===== src/sv/rvdec_pkg.sv =====
// ----------------------------------------------------------------------------
// rvdec_pkg
// Types and constants shared by the RV32I instruction decoder.
// ----------------------------------------------------------------------------
package rvdec_pkg;

   typedef logic [6:0] opcode_type;
   typedef logic [2:0] format_type;
   typedef logic [2:0] class_type;
   typedef logic [5:0] op_code_type;

   localparam opcode_type OPC_LUI    = 7'b0110111;
   localparam opcode_type OPC_AUIPC  = 7'b0010111;
   localparam opcode_type OPC_JAL    = 7'b1101111;
   localparam opcode_type OPC_JALR   = 7'b1100111;
   localparam opcode_type OPC_BRANCH = 7'b1100011;
   localparam opcode_type OPC_LOAD   = 7'b0000011;
   localparam opcode_type OPC_OPIMM  = 7'b0010011;
   localparam opcode_type OPC_STORE  = 7'b0100011;
   localparam opcode_type OPC_OP     = 7'b0110011;

   localparam logic [6:0] F7_BASE = 7'b0000000;
   localparam logic [6:0] F7_ALT  = 7'b0100000;

   localparam format_type FMT_R       = 3'd0;
   localparam format_type FMT_I       = 3'd1;
   localparam format_type FMT_S       = 3'd2;
   localparam format_type FMT_B       = 3'd3;
   localparam format_type FMT_U       = 3'd4;
   localparam format_type FMT_J       = 3'd5;
   localparam format_type FMT_UNKNOWN = 3'd6;

   localparam class_type CLS_ARITH_REG = 3'd0;
   localparam class_type CLS_ARITH_IMM = 3'd1;
   localparam class_type CLS_LOAD      = 3'd2;
   localparam class_type CLS_STORE     = 3'd3;
   localparam class_type CLS_BRANCH    = 3'd4;
   localparam class_type CLS_OTHER     = 3'd5;

   localparam op_code_type OP_LUI   = 6'd0;
   localparam op_code_type OP_AUIPC = 6'd1;
   localparam op_code_type OP_JAL   = 6'd2;
   localparam op_code_type OP_JALR  = 6'd3;
   localparam op_code_type OP_BEQ   = 6'd4;
   localparam op_code_type OP_BNE   = 6'd5;
   localparam op_code_type OP_BLT   = 6'd6;
   localparam op_code_type OP_BGE   = 6'd7;
   localparam op_code_type OP_BLTU  = 6'd8;
   localparam op_code_type OP_BGEU  = 6'd9;
   localparam op_code_type OP_LB    = 6'd10;
   localparam op_code_type OP_LH    = 6'd11;
   localparam op_code_type OP_LW    = 6'd12;
   localparam op_code_type OP_LBU   = 6'd13;
   localparam op_code_type OP_LHU   = 6'd14;
   localparam op_code_type OP_SB    = 6'd15;
   localparam op_code_type OP_SH    = 6'd16;
   localparam op_code_type OP_SW    = 6'd17;
   localparam op_code_type OP_ADDI  = 6'd18;
   localparam op_code_type OP_SLTI  = 6'd19;
   localparam op_code_type OP_SLTIU = 6'd20;
   localparam op_code_type OP_XORI  = 6'd21;
   localparam op_code_type OP_ORI   = 6'd22;
   localparam op_code_type OP_ANDI  = 6'd23;
   localparam op_code_type OP_SLLI  = 6'd24;
   localparam op_code_type OP_SRLI  = 6'd25;
   localparam op_code_type OP_SRAI  = 6'd26;
   localparam op_code_type OP_ADD   = 6'd27;
   localparam op_code_type OP_SUB   = 6'd28;
   localparam op_code_type OP_SLL   = 6'd29;
   localparam op_code_type OP_SLT   = 6'd30;
   localparam op_code_type OP_SLTU  = 6'd31;
   localparam op_code_type OP_XOR   = 6'd32;
   localparam op_code_type OP_SRL   = 6'd33;
   localparam op_code_type OP_SRA   = 6'd34;
   localparam op_code_type OP_OR    = 6'd35;
   localparam op_code_type OP_AND   = 6'd36;
   localparam op_code_type OP_BAD   = 6'd37;

   typedef struct packed {
      format_type  format_kind;
      class_type   issue_class;
      op_code_type op_code;
      logic [4:0]  dest_reg;
      logic        dest_valid;
      logic [4:0]  src1_reg;
      logic        src1_used;
      logic [4:0]  src2_reg;
      logic        src2_used;
      logic [31:0] immediate;
   } dec_result_type;

   function automatic op_code_type branch_op(input logic [2:0] f3);
      op_code_type op;
      case (f3)
         3'd0: op = OP_BEQ;
         3'd1: op = OP_BNE;
         3'd4: op = OP_BLT;
         3'd5: op = OP_BGE;
         3'd6: op = OP_BLTU;
         3'd7: op = OP_BGEU;
         default: op = OP_BAD;
      endcase
      return op;
   endfunction

   function automatic op_code_type load_op(input logic [2:0] f3);
      op_code_type op;
      case (f3)
         3'd0: op = OP_LB;
         3'd1: op = OP_LH;
         3'd2: op = OP_LW;
         3'd4: op = OP_LBU;
         3'd5: op = OP_LHU;
         default: op = OP_BAD;
      endcase
      return op;
   endfunction

   function automatic op_code_type store_op(input logic [2:0] f3);
      op_code_type op;
      case (f3)
         3'd0: op = OP_SB;
         3'd1: op = OP_SH;
         3'd2: op = OP_SW;
         default: op = OP_BAD;
      endcase
      return op;
   endfunction

   function automatic op_code_type opimm_op(input logic [2:0] f3, input logic [6:0] f7);
      op_code_type op;
      case (f3)
         3'd0: op = OP_ADDI;
         3'd1: op = (f7 == F7_BASE) ? OP_SLLI : OP_BAD;
         3'd2: op = OP_SLTI;
         3'd3: op = OP_SLTIU;
         3'd4: op = OP_XORI;
         3'd5: op = (f7 == F7_BASE) ? OP_SRLI : ((f7 == F7_ALT) ? OP_SRAI : OP_BAD);
         3'd6: op = OP_ORI;
         3'd7: op = OP_ANDI;
         default: op = OP_BAD;
      endcase
      return op;
   endfunction

   function automatic op_code_type reg_op(input logic [2:0] f3, input logic [6:0] f7);
      op_code_type op;
      op = OP_BAD;
      if (f7 == F7_BASE) begin
         case (f3)
            3'd0: op = OP_ADD;
            3'd1: op = OP_SLL;
            3'd2: op = OP_SLT;
            3'd3: op = OP_SLTU;
            3'd4: op = OP_XOR;
            3'd5: op = OP_SRL;
            3'd6: op = OP_OR;
            3'd7: op = OP_AND;
            default: op = OP_BAD;
         endcase
      end else if (f7 == F7_ALT) begin
         case (f3)
            3'd0: op = OP_SUB;
            3'd5: op = OP_SRA;
            default: op = OP_BAD;
         endcase
      end
      return op;
   endfunction

endpackage


===== src/sv/rv32i_instruction_decoder.sv =====
// ----------------------------------------------------------------------------
// rv32i_instruction_decoder
// Splits an RV32I instruction word into format, class, operation, register
// fields and the immediate, sign-extended except for shift amounts.
//
// Channels: req_* carries one instruction word per transaction, rsp_* one
// decoded result. A transaction moves on a rising edge with valid high and
// stall low. The receiver of each channel drives its stall.
// Path: an accepted word is held in the input register, decoded by shallow
// logic and captured in the result register, from which it can be taken;
// rsp_valid rises when the word enters the result register.
// Throughput: one transaction per cycle while the result is not stalled, set
// by the two register stages advancing together.
// Reset: clears both stage valid flags; no result is presented until a new
// transaction has passed both stages.
// Stall: a stalled result holds in the result register; the input register
// keeps filling, and req_stall rises only when both stages are full and the
// result is stalled.
// ----------------------------------------------------------------------------
module rv32i_instruction_decoder (
   input  logic                      clock,
   input  logic                      reset,
   input  logic                      req_valid,
   output logic                      req_stall,
   input  logic [31:0]               req_instr_word,
   output logic                      rsp_valid,
   input  logic                      rsp_stall,
   output rvdec_pkg::format_type     rsp_format_kind,
   output rvdec_pkg::class_type      rsp_issue_class,
   output rvdec_pkg::op_code_type    rsp_op_code,
   output logic [4:0]                rsp_dest_reg,
   output logic                      rsp_dest_valid,
   output logic [4:0]                rsp_src1_reg,
   output logic                      rsp_src1_used,
   output logic [4:0]                rsp_src2_reg,
   output logic                      rsp_src2_used,
   output logic signed [31:0]        rsp_immediate
);
   import rvdec_pkg::*;

   logic           word_valid_ff;
   logic           word_valid_in;
   logic [31:0]    word_ff;
   logic           rsp_valid_ff;
   logic           rsp_valid_in;
   dec_result_type rsp_ff;
   dec_result_type rsp_in;
   logic           rsp_load;
   logic           word_load;

   assign rsp_load      = !rsp_valid_ff || !rsp_stall;
   assign word_load     = !word_valid_ff || rsp_load;
   assign req_stall     = !word_load;
   assign word_valid_in = word_load ? req_valid : word_valid_ff;
   assign rsp_valid_in  = rsp_load ? word_valid_ff : rsp_valid_ff;

   always_comb begin
      logic [6:0] opc;
      logic [2:0] f3;
      logic [6:0] f7;
      logic [31:0] imm_i;
      opc   = word_ff[6:0];
      f3    = word_ff[14:12];
      f7    = word_ff[31:25];
      imm_i = {{20{word_ff[31]}}, word_ff[31:20]};
      rsp_in = '0;
      rsp_in.format_kind = FMT_UNKNOWN;
      rsp_in.issue_class = CLS_OTHER;
      rsp_in.op_code     = OP_BAD;
      case (opc)
         OPC_LUI: begin
            rsp_in.format_kind = FMT_U;
            rsp_in.op_code     = OP_LUI;
            rsp_in.dest_valid  = 1'b1;
            rsp_in.immediate   = {word_ff[31:12], 12'd0};
         end
         OPC_AUIPC: begin
            rsp_in.format_kind = FMT_U;
            rsp_in.op_code     = OP_AUIPC;
            rsp_in.dest_valid  = 1'b1;
            rsp_in.immediate   = {word_ff[31:12], 12'd0};
         end
         OPC_JAL: begin
            rsp_in.format_kind = FMT_J;
            rsp_in.op_code     = OP_JAL;
            rsp_in.dest_valid  = 1'b1;
            rsp_in.immediate   = {{12{word_ff[31]}}, word_ff[19:12], word_ff[20],
                                  word_ff[30:21], 1'b0};
         end
         OPC_JALR: begin
            rsp_in.format_kind = FMT_I;
            rsp_in.op_code     = (f3 == 3'd0) ? OP_JALR : OP_BAD;
            rsp_in.dest_valid  = 1'b1;
            rsp_in.src1_used   = 1'b1;
            rsp_in.immediate   = imm_i;
         end
         OPC_BRANCH: begin
            rsp_in.format_kind = FMT_B;
            rsp_in.issue_class = CLS_BRANCH;
            rsp_in.op_code     = branch_op(f3);
            rsp_in.src1_used   = 1'b1;
            rsp_in.src2_used   = 1'b1;
            rsp_in.immediate   = {{20{word_ff[31]}}, word_ff[7], word_ff[30:25],
                                  word_ff[11:8], 1'b0};
         end
         OPC_LOAD: begin
            rsp_in.format_kind = FMT_I;
            rsp_in.issue_class = CLS_LOAD;
            rsp_in.op_code     = load_op(f3);
            rsp_in.dest_valid  = 1'b1;
            rsp_in.src1_used   = 1'b1;
            rsp_in.immediate   = imm_i;
         end
         OPC_STORE: begin
            rsp_in.format_kind = FMT_S;
            rsp_in.issue_class = CLS_STORE;
            rsp_in.op_code     = store_op(f3);
            rsp_in.src1_used   = 1'b1;
            rsp_in.src2_used   = 1'b1;
            rsp_in.immediate   = {{20{word_ff[31]}}, word_ff[31:25], word_ff[11:7]};
         end
         OPC_OPIMM: begin
            rsp_in.format_kind = FMT_I;
            rsp_in.issue_class = CLS_ARITH_IMM;
            rsp_in.op_code     = opimm_op(f3, f7);
            rsp_in.dest_valid  = 1'b1;
            rsp_in.src1_used   = 1'b1;
            if (f3 == 3'd1 || f3 == 3'd5) begin
               rsp_in.immediate = {27'd0, word_ff[24:20]};
            end else begin
               rsp_in.immediate = imm_i;
            end
         end
         OPC_OP: begin
            rsp_in.format_kind = FMT_R;
            rsp_in.issue_class = CLS_ARITH_REG;
            rsp_in.op_code     = reg_op(f3, f7);
            rsp_in.dest_valid  = 1'b1;
            rsp_in.src1_used   = 1'b1;
            rsp_in.src2_used   = 1'b1;
         end
         default: begin
            rsp_in.format_kind = FMT_UNKNOWN;
         end
      endcase
      rsp_in.dest_reg = rsp_in.dest_valid ? word_ff[11:7]  : 5'd0;
      rsp_in.src1_reg = rsp_in.src1_used  ? word_ff[19:15] : 5'd0;
      rsp_in.src2_reg = rsp_in.src2_used  ? word_ff[24:20] : 5'd0;
   end

   always_ff @(posedge clock) begin
      if (reset) begin
         word_valid_ff <= 1'b0;
         rsp_valid_ff  <= 1'b0;
      end else begin
         word_valid_ff <= word_valid_in;
         rsp_valid_ff  <= rsp_valid_in;
      end
   end

   always_ff @(posedge clock) begin
      if (word_load) begin
         word_ff <= req_instr_word;
      end
      if (rsp_load) begin
         rsp_ff <= rsp_in;
      end
   end

   assign rsp_valid       = rsp_valid_ff;
   assign rsp_format_kind = rsp_ff.format_kind;
   assign rsp_issue_class = rsp_ff.issue_class;
   assign rsp_op_code     = rsp_ff.op_code;
   assign rsp_dest_reg    = rsp_ff.dest_reg;
   assign rsp_dest_valid  = rsp_ff.dest_valid;
   assign rsp_src1_reg    = rsp_ff.src1_reg;
   assign rsp_src1_used   = rsp_ff.src1_used;
   assign rsp_src2_reg    = rsp_ff.src2_reg;
   assign rsp_src2_used   = rsp_ff.src2_used;
   assign rsp_immediate   = $signed(rsp_ff.immediate);

endmodule

===== config.mk =====
export PLATFORM = sky130hd
export DESIGN_NAME = rv32i_instruction_decoder
export DESIGN_NICKNAME = d
export VERILOG_FILES = /design/src/sv/rvdec_pkg.sv /design/src/sv/rv32i_instruction_decoder.sv
export SDC_FILE = /design/constraint.sdc
export NUM_CORES = 1
export LEC_CHECK = 0
export BUFFER_PORTS_ARGS = -buffer_cell sky130_fd_sc_hd__buf_2
export CORE_AREA = 2 2 99 101
export DETAILED_ROUTE_END_ITERATION = 8
export DIE_AREA = 0 0 101 103
export HOLD_SLACK_MARGIN = 0.12
export PLACE_DENSITY = 0.79
export SYNTH_ARGS = -nofsm -noshare
export SYNTH_HDL_FRONTEND = slang
export SYNTH_SLANG_ARGS = --single-unit

===== constraint.sdc =====
create_clock -name clock -period 2.3 [get_ports clock]
set_input_delay 0.46 -clock clock [delete_from_list [all_inputs] [get_ports clock]]
set_output_delay 0.46 -clock clock [all_outputs]
set_load 0.02 [all_outputs]

After elaboration in Yosys (flattened, before gate mapping)
Memories as Yosys holds them, arrays and structs flattened. A register that Yosys moved wholly into a read port is not among the register bits.
Index checks and enable logic that the tools add are counted.

storage, ports and cells
  bits in registers = 96
  bits in read-only memories = 48
  input bits = 36
  output and inout port bits = 64
  word-level logic and storage cells = 66
  memories kept = 1

memories
  name             words  bits a word  rd ports  clocked after Yosys merged registers in  wr ports  line              RTL
  (no name shown)  8      6            1         1                                        0         rvdec_pkg.sv:150  case (f3)

cells by class
  equal/unequal tests = 17
  multiplexer cells = 20
  reductions and logical operators = 15

operator list
  operator                                                          number
  32-bit case mux with 6 select lines                               1
  6-bit case mux with 9 select lines                                1
  6-bit case mux with 8 select lines                                1
  6-bit two-way mux                                                 6
  6-bit case mux with 6 select lines                                1
  32-bit two-way mux                                                1
  6-bit case mux with 5 select lines                                1
  7-bit by 6-bit == test with 1-bit output (second input constant)  4
  7-bit == test (second input constant)                             3
  3-bit case mux with 6 select lines                                1
  6-bit case mux with 3 select lines                                1
  3-bit case mux with 5 select lines                                1
  7-bit by 5-bit == test with 1-bit output (second input constant)  2
  3-bit == test (second input constant)                             4
  6-bit case mux with 2 select lines                                1
  7-bit by 2-bit == test with 1-bit output (second input constant)  1
  7-bit logical NOT                                                 1
  7-bit OR reduction                                                1
  3-bit by 2-bit == test with 1-bit output (second input constant)  2
  3-bit OR reduction                                                2
  6-bit OR reduction                                                1
  1-bit logical NOT                                                 4
  2-bit OR reduction                                                2
  3-bit by 1-bit == test with 1-bit output (second input constant)  1
  other kinds (4)                                                   8

Depth between registers and ports, before layout
  word-level depth = 5
  depth in mapped cells = 7
  gate-level depth less buffers = 7

Worst setup path before layout
No wires, ideal clock.

  kind = register -> register
  from = register rsp_valid_ff, in the netlist rsp_valid
  to = register with a tool-made name
  setup time = 0.121 ns
  arrival = 2.531 ns
  data required time = 2.179 ns
  path slack = -0.352 ns
  cell stages (with the launch flop) = 7
  path buffers = 0
  period minus slack after synthesis = 2.652 ns
  cell sequence = dfxtp_1 -> nand3_1 -> inv_1 -> a21boi_0 -> ha_1 -> nand2b_1 -> o21ai_0

RTL lines
  element                   line                              RTL
  start: declaration        rv32i_instruction_decoder.sv:44   logic rsp_valid_ff;
  start signal: assignment  rv32i_instruction_decoder.sv:157  rsp_valid_ff <= rsp_valid_in;

==> run summary <==
Area leader, netlist: edfxtp_1
Fin crit period: 2.08 ns
Synth Register Bits: 101
Max Clock Freq: 0.480 GHz
Leak: 2.23 nW
Crit path DAT: 2.28 ns
Design area: 5340 sq um
Complex-gate fraction of the synthesized area: 11.1%
Area fraction of the dominant cell type after synthesis: 63.4%
Worst VDD drop: 0.309 mV
Grt ovf: 0
Row count: 36
Synth Warn #: 0
Top cells by area, synth: edfxtp_1 63%, dfxtp_1 3.1%, o21ai_0 2.5%
Max-capacitance violation count: 0
Finish-stage setup viols: 0
Crit end category: register
First-pass GRT wire length: 14900 um
Dominant synthesized flop cell: edfxtp_1
Final net count: 496
Crit path kind: register to register
CP Max Fanout: 12
Area Overhead vs Synth: 19.9%
Int Pwr: 2.75 mW
Avg Cell Area, Syn: 12.8 sq um
Sw frac: 24.9%
Cells after DPL: 555
Skew-Pair Late Insertion Delay: 0.36 ns
TritonCTS clock tree: built
Cell Area, Synth: 4450 sq um
RSZ-0062 raised after global routing: no
Fin. max-slew vios: 0
Largest net degree at the start of global routing: 63
Post-CTS Hold Buffers: 0
Clk slew on worst S/H paths: 0.10 ns
Synth cell types: 62
Tot GR Track Use: 18.9%
Maximum clock path buffer count: 2
Slew @ Worst Pin: 0.650 ns
Crit-path cells: nand4b_1 > nand2_1 > nand3_1 > o21ai_0
Final worst-path cycle share: 90.5%
Die X: 101 um
Crit-path slowest cell: edfxtp_1
Num CTS Buffers: 9
Core Area: 9460 sq um
Worst hold slack: 0.254 ns
Share of cells above drive strength 1: 31.1%
Port-buffer cells: 99
Clk sink count: 101
Cells after Synth: 348
Mux contribution to synthesized area: 0.928%
Max-Slew Margin vs Limit: 56.3%
Die ar.: 10400 sq um
Status: completed
Simple-gate portion of the synthesized area: 16.1%
Initial Util: 47.1%
Largest family of logic cells by synthesized area: simple AND/OR/NAND/NOR gates
HPWL Detailed: 6890 um
Chip height: 103 um
Gpl congestion: 0.915
Antenna Nets Post-Route: 0
Via/cell ratio: 5.47
Pwr Density: 687 nW/um^2
Post-synthesis xor/xnor area fraction: 0.394%
DR vias: 3137
DRC Markers: 0
Ys async rst share: 0%
Tot Pwr: 3.67 mW
Antenna cells: 0
Comb power frac: 10.0%
Clk pwr share: 31.2%
Flop pwr share: 58.7%
Initial DRT Pass Iterations: 6
Cts repair resizes: 0
I/O pins: 100
DRT iter0 DRCs: 379
Worst Hold Class: input pin to register
WL per Instance: 16.7 um
Post-Route Setup TNS: 0 ns
Vias in the first global route: 3008
Overall routed net length: 9570 um
Clock Tree Root: clkbuf_8
Sequential fraction of the synthesis area: 66.6%
Clk_skew: 0.0105 ns
Hold Vio Cnt, Final: 0
H-tree depth: 3
Initial antenna violation count: 0
Placement Cell Area: 5110 sq um
CP max stage delay: 0.55 ns
Psw: 0.912 mW
Startpoint types: register
Post-Synth Adder-Cell Area: 1.41%
Worst Path Required: 2.50 ns
Net count of the mapped netlist: 389
Fin cells: 574
Post-synth EDFFs: 94
[power groups by stage]
stage / combinational (mW) / clock, mW / sequential, mW
2_1_floorplan: 0.164 / 0 / 2.25
5_1_grt: 0.402 / 1.23 / 2.16
6_report: 0.367 / 1.15 / 2.15
4_1_cts: 0.361 / 1.17 / 2.16
3_5_place_dp: 0.360 / 0 / 2.20
3_3_place_gp: 0.356 / 0 / 2.19
[Yosys cell counts, types with 4 or more instances]
master,count
a21oi_1,12
a22o_1,4
a31oi_1,6
and2_1,17
buf_2,11
clkbuf_1,6
dfxtp_1,7
edfxtp_1,94
ha_1,5
inv_1,12
nand2_1,28
nand2b_1,12
nand3_1,9
nand3b_1,5
nor2_1,26
nor3_1,5
o21ai_0,22
o2bb2ai_1,8
[metal layers]
metal	global-route usage [%]	wire length (um)	part of all wire, %	vias up
li1	-	-	-	1511
met1	23.7	3930	41	1486
met2	32.3	4920	51	123
met3	4.41	528	5.5	17
met4	7.07	185	1.9	0
met5	0	0	0	-
[metrics by stage]
stage | utilization [%] | setup slack (ns)
after detailed placement | 54.0 | 0.235
after global routing | 56.4 | 0.0499
after CTS | 56.2 | 0.230
after global placement | 54.0 | 0.245
final | 56.4 | 0.218
after floorplan | - | 0.0629
[cell type report]
type | instances | area [sq um]
fill | 793 | 4120
sequential | 101 | 2960
multi-input combinational | 214 | 1340
timing repair buffer | 117 | 643
tap | 114 | 143
clock buffer | 9 | 124
clock inverter | 7 | 80.1
inverter | 12 | 45.0
[cells in the final DEF (no fill, tap or decap), types with 2 or more instances in the layout]
cell	Yosys	final
o2111ai_1	2	2
o2bb2ai_1	8	8
nor2_1	26	26
o211ai_1	2	2
edfxtp_1	94	94
a22o_1	4	4
nand3_1	9	8
nor3_1	5	5
inv_1	12	12
ha_1	5	5
nand2b_1	12	12
nand2_1	28	27
nor3b_1	2	2
nand4_1	3	3
nor4_1	3	3
clkbuf_8	0	9
inv_6	0	3
o221ai_1	2	2
dfxtp_1	7	7
a31oi_1	6	6
nand3b_1	5	5
buf_2	11	99
nor2b_1	3	3
o21ai_0	22	22
and3_1	2	2
and2_1	17	17
a21oi_1	12	12
mux2i_1	3	3
buf_4	1	17
or3b_2	2	2
[critical path: cells and delay by family (launching register included)]
family | cells | cell delay, ns
simple gates | 3 | 1.06
flops | 1 | 0.55
compound gates | 1 | 0.30
[timing repair]
item / in CTS / in global routing
hold endpoints to repair: 0 / 0
setup buffers: 0 / 3
endpoints found under the setup margin: 0 / 4
[worst paths after layout]
| check | from | end | slack (ns) | cells past startpoint |
|---|---|---|---|---|
| min reg2reg | word_valid_ff | rsp_valid | 0.50 | 2 |
| max | word_ff[4] | rsp_immediate[26] | 0.22 | 4 |
| max reg2reg | word_ff[4] | rsp_immediate[26] | 0.22 | 4 |
| min | reset | rsp_valid | 0.25 | 2 |
[kinds of logic after synthesis]
kind of cell / after synthesis
XOR/XNOR: 2
multiplexers: 4
AND/OR/NAND/NOR: 130
adder cells (fa/ha/maj): 5
flip-flops: 101
AO/OA/AOI/OAI: 73
buffers and inverters: 33
Power figures use the tool's default switching activity.
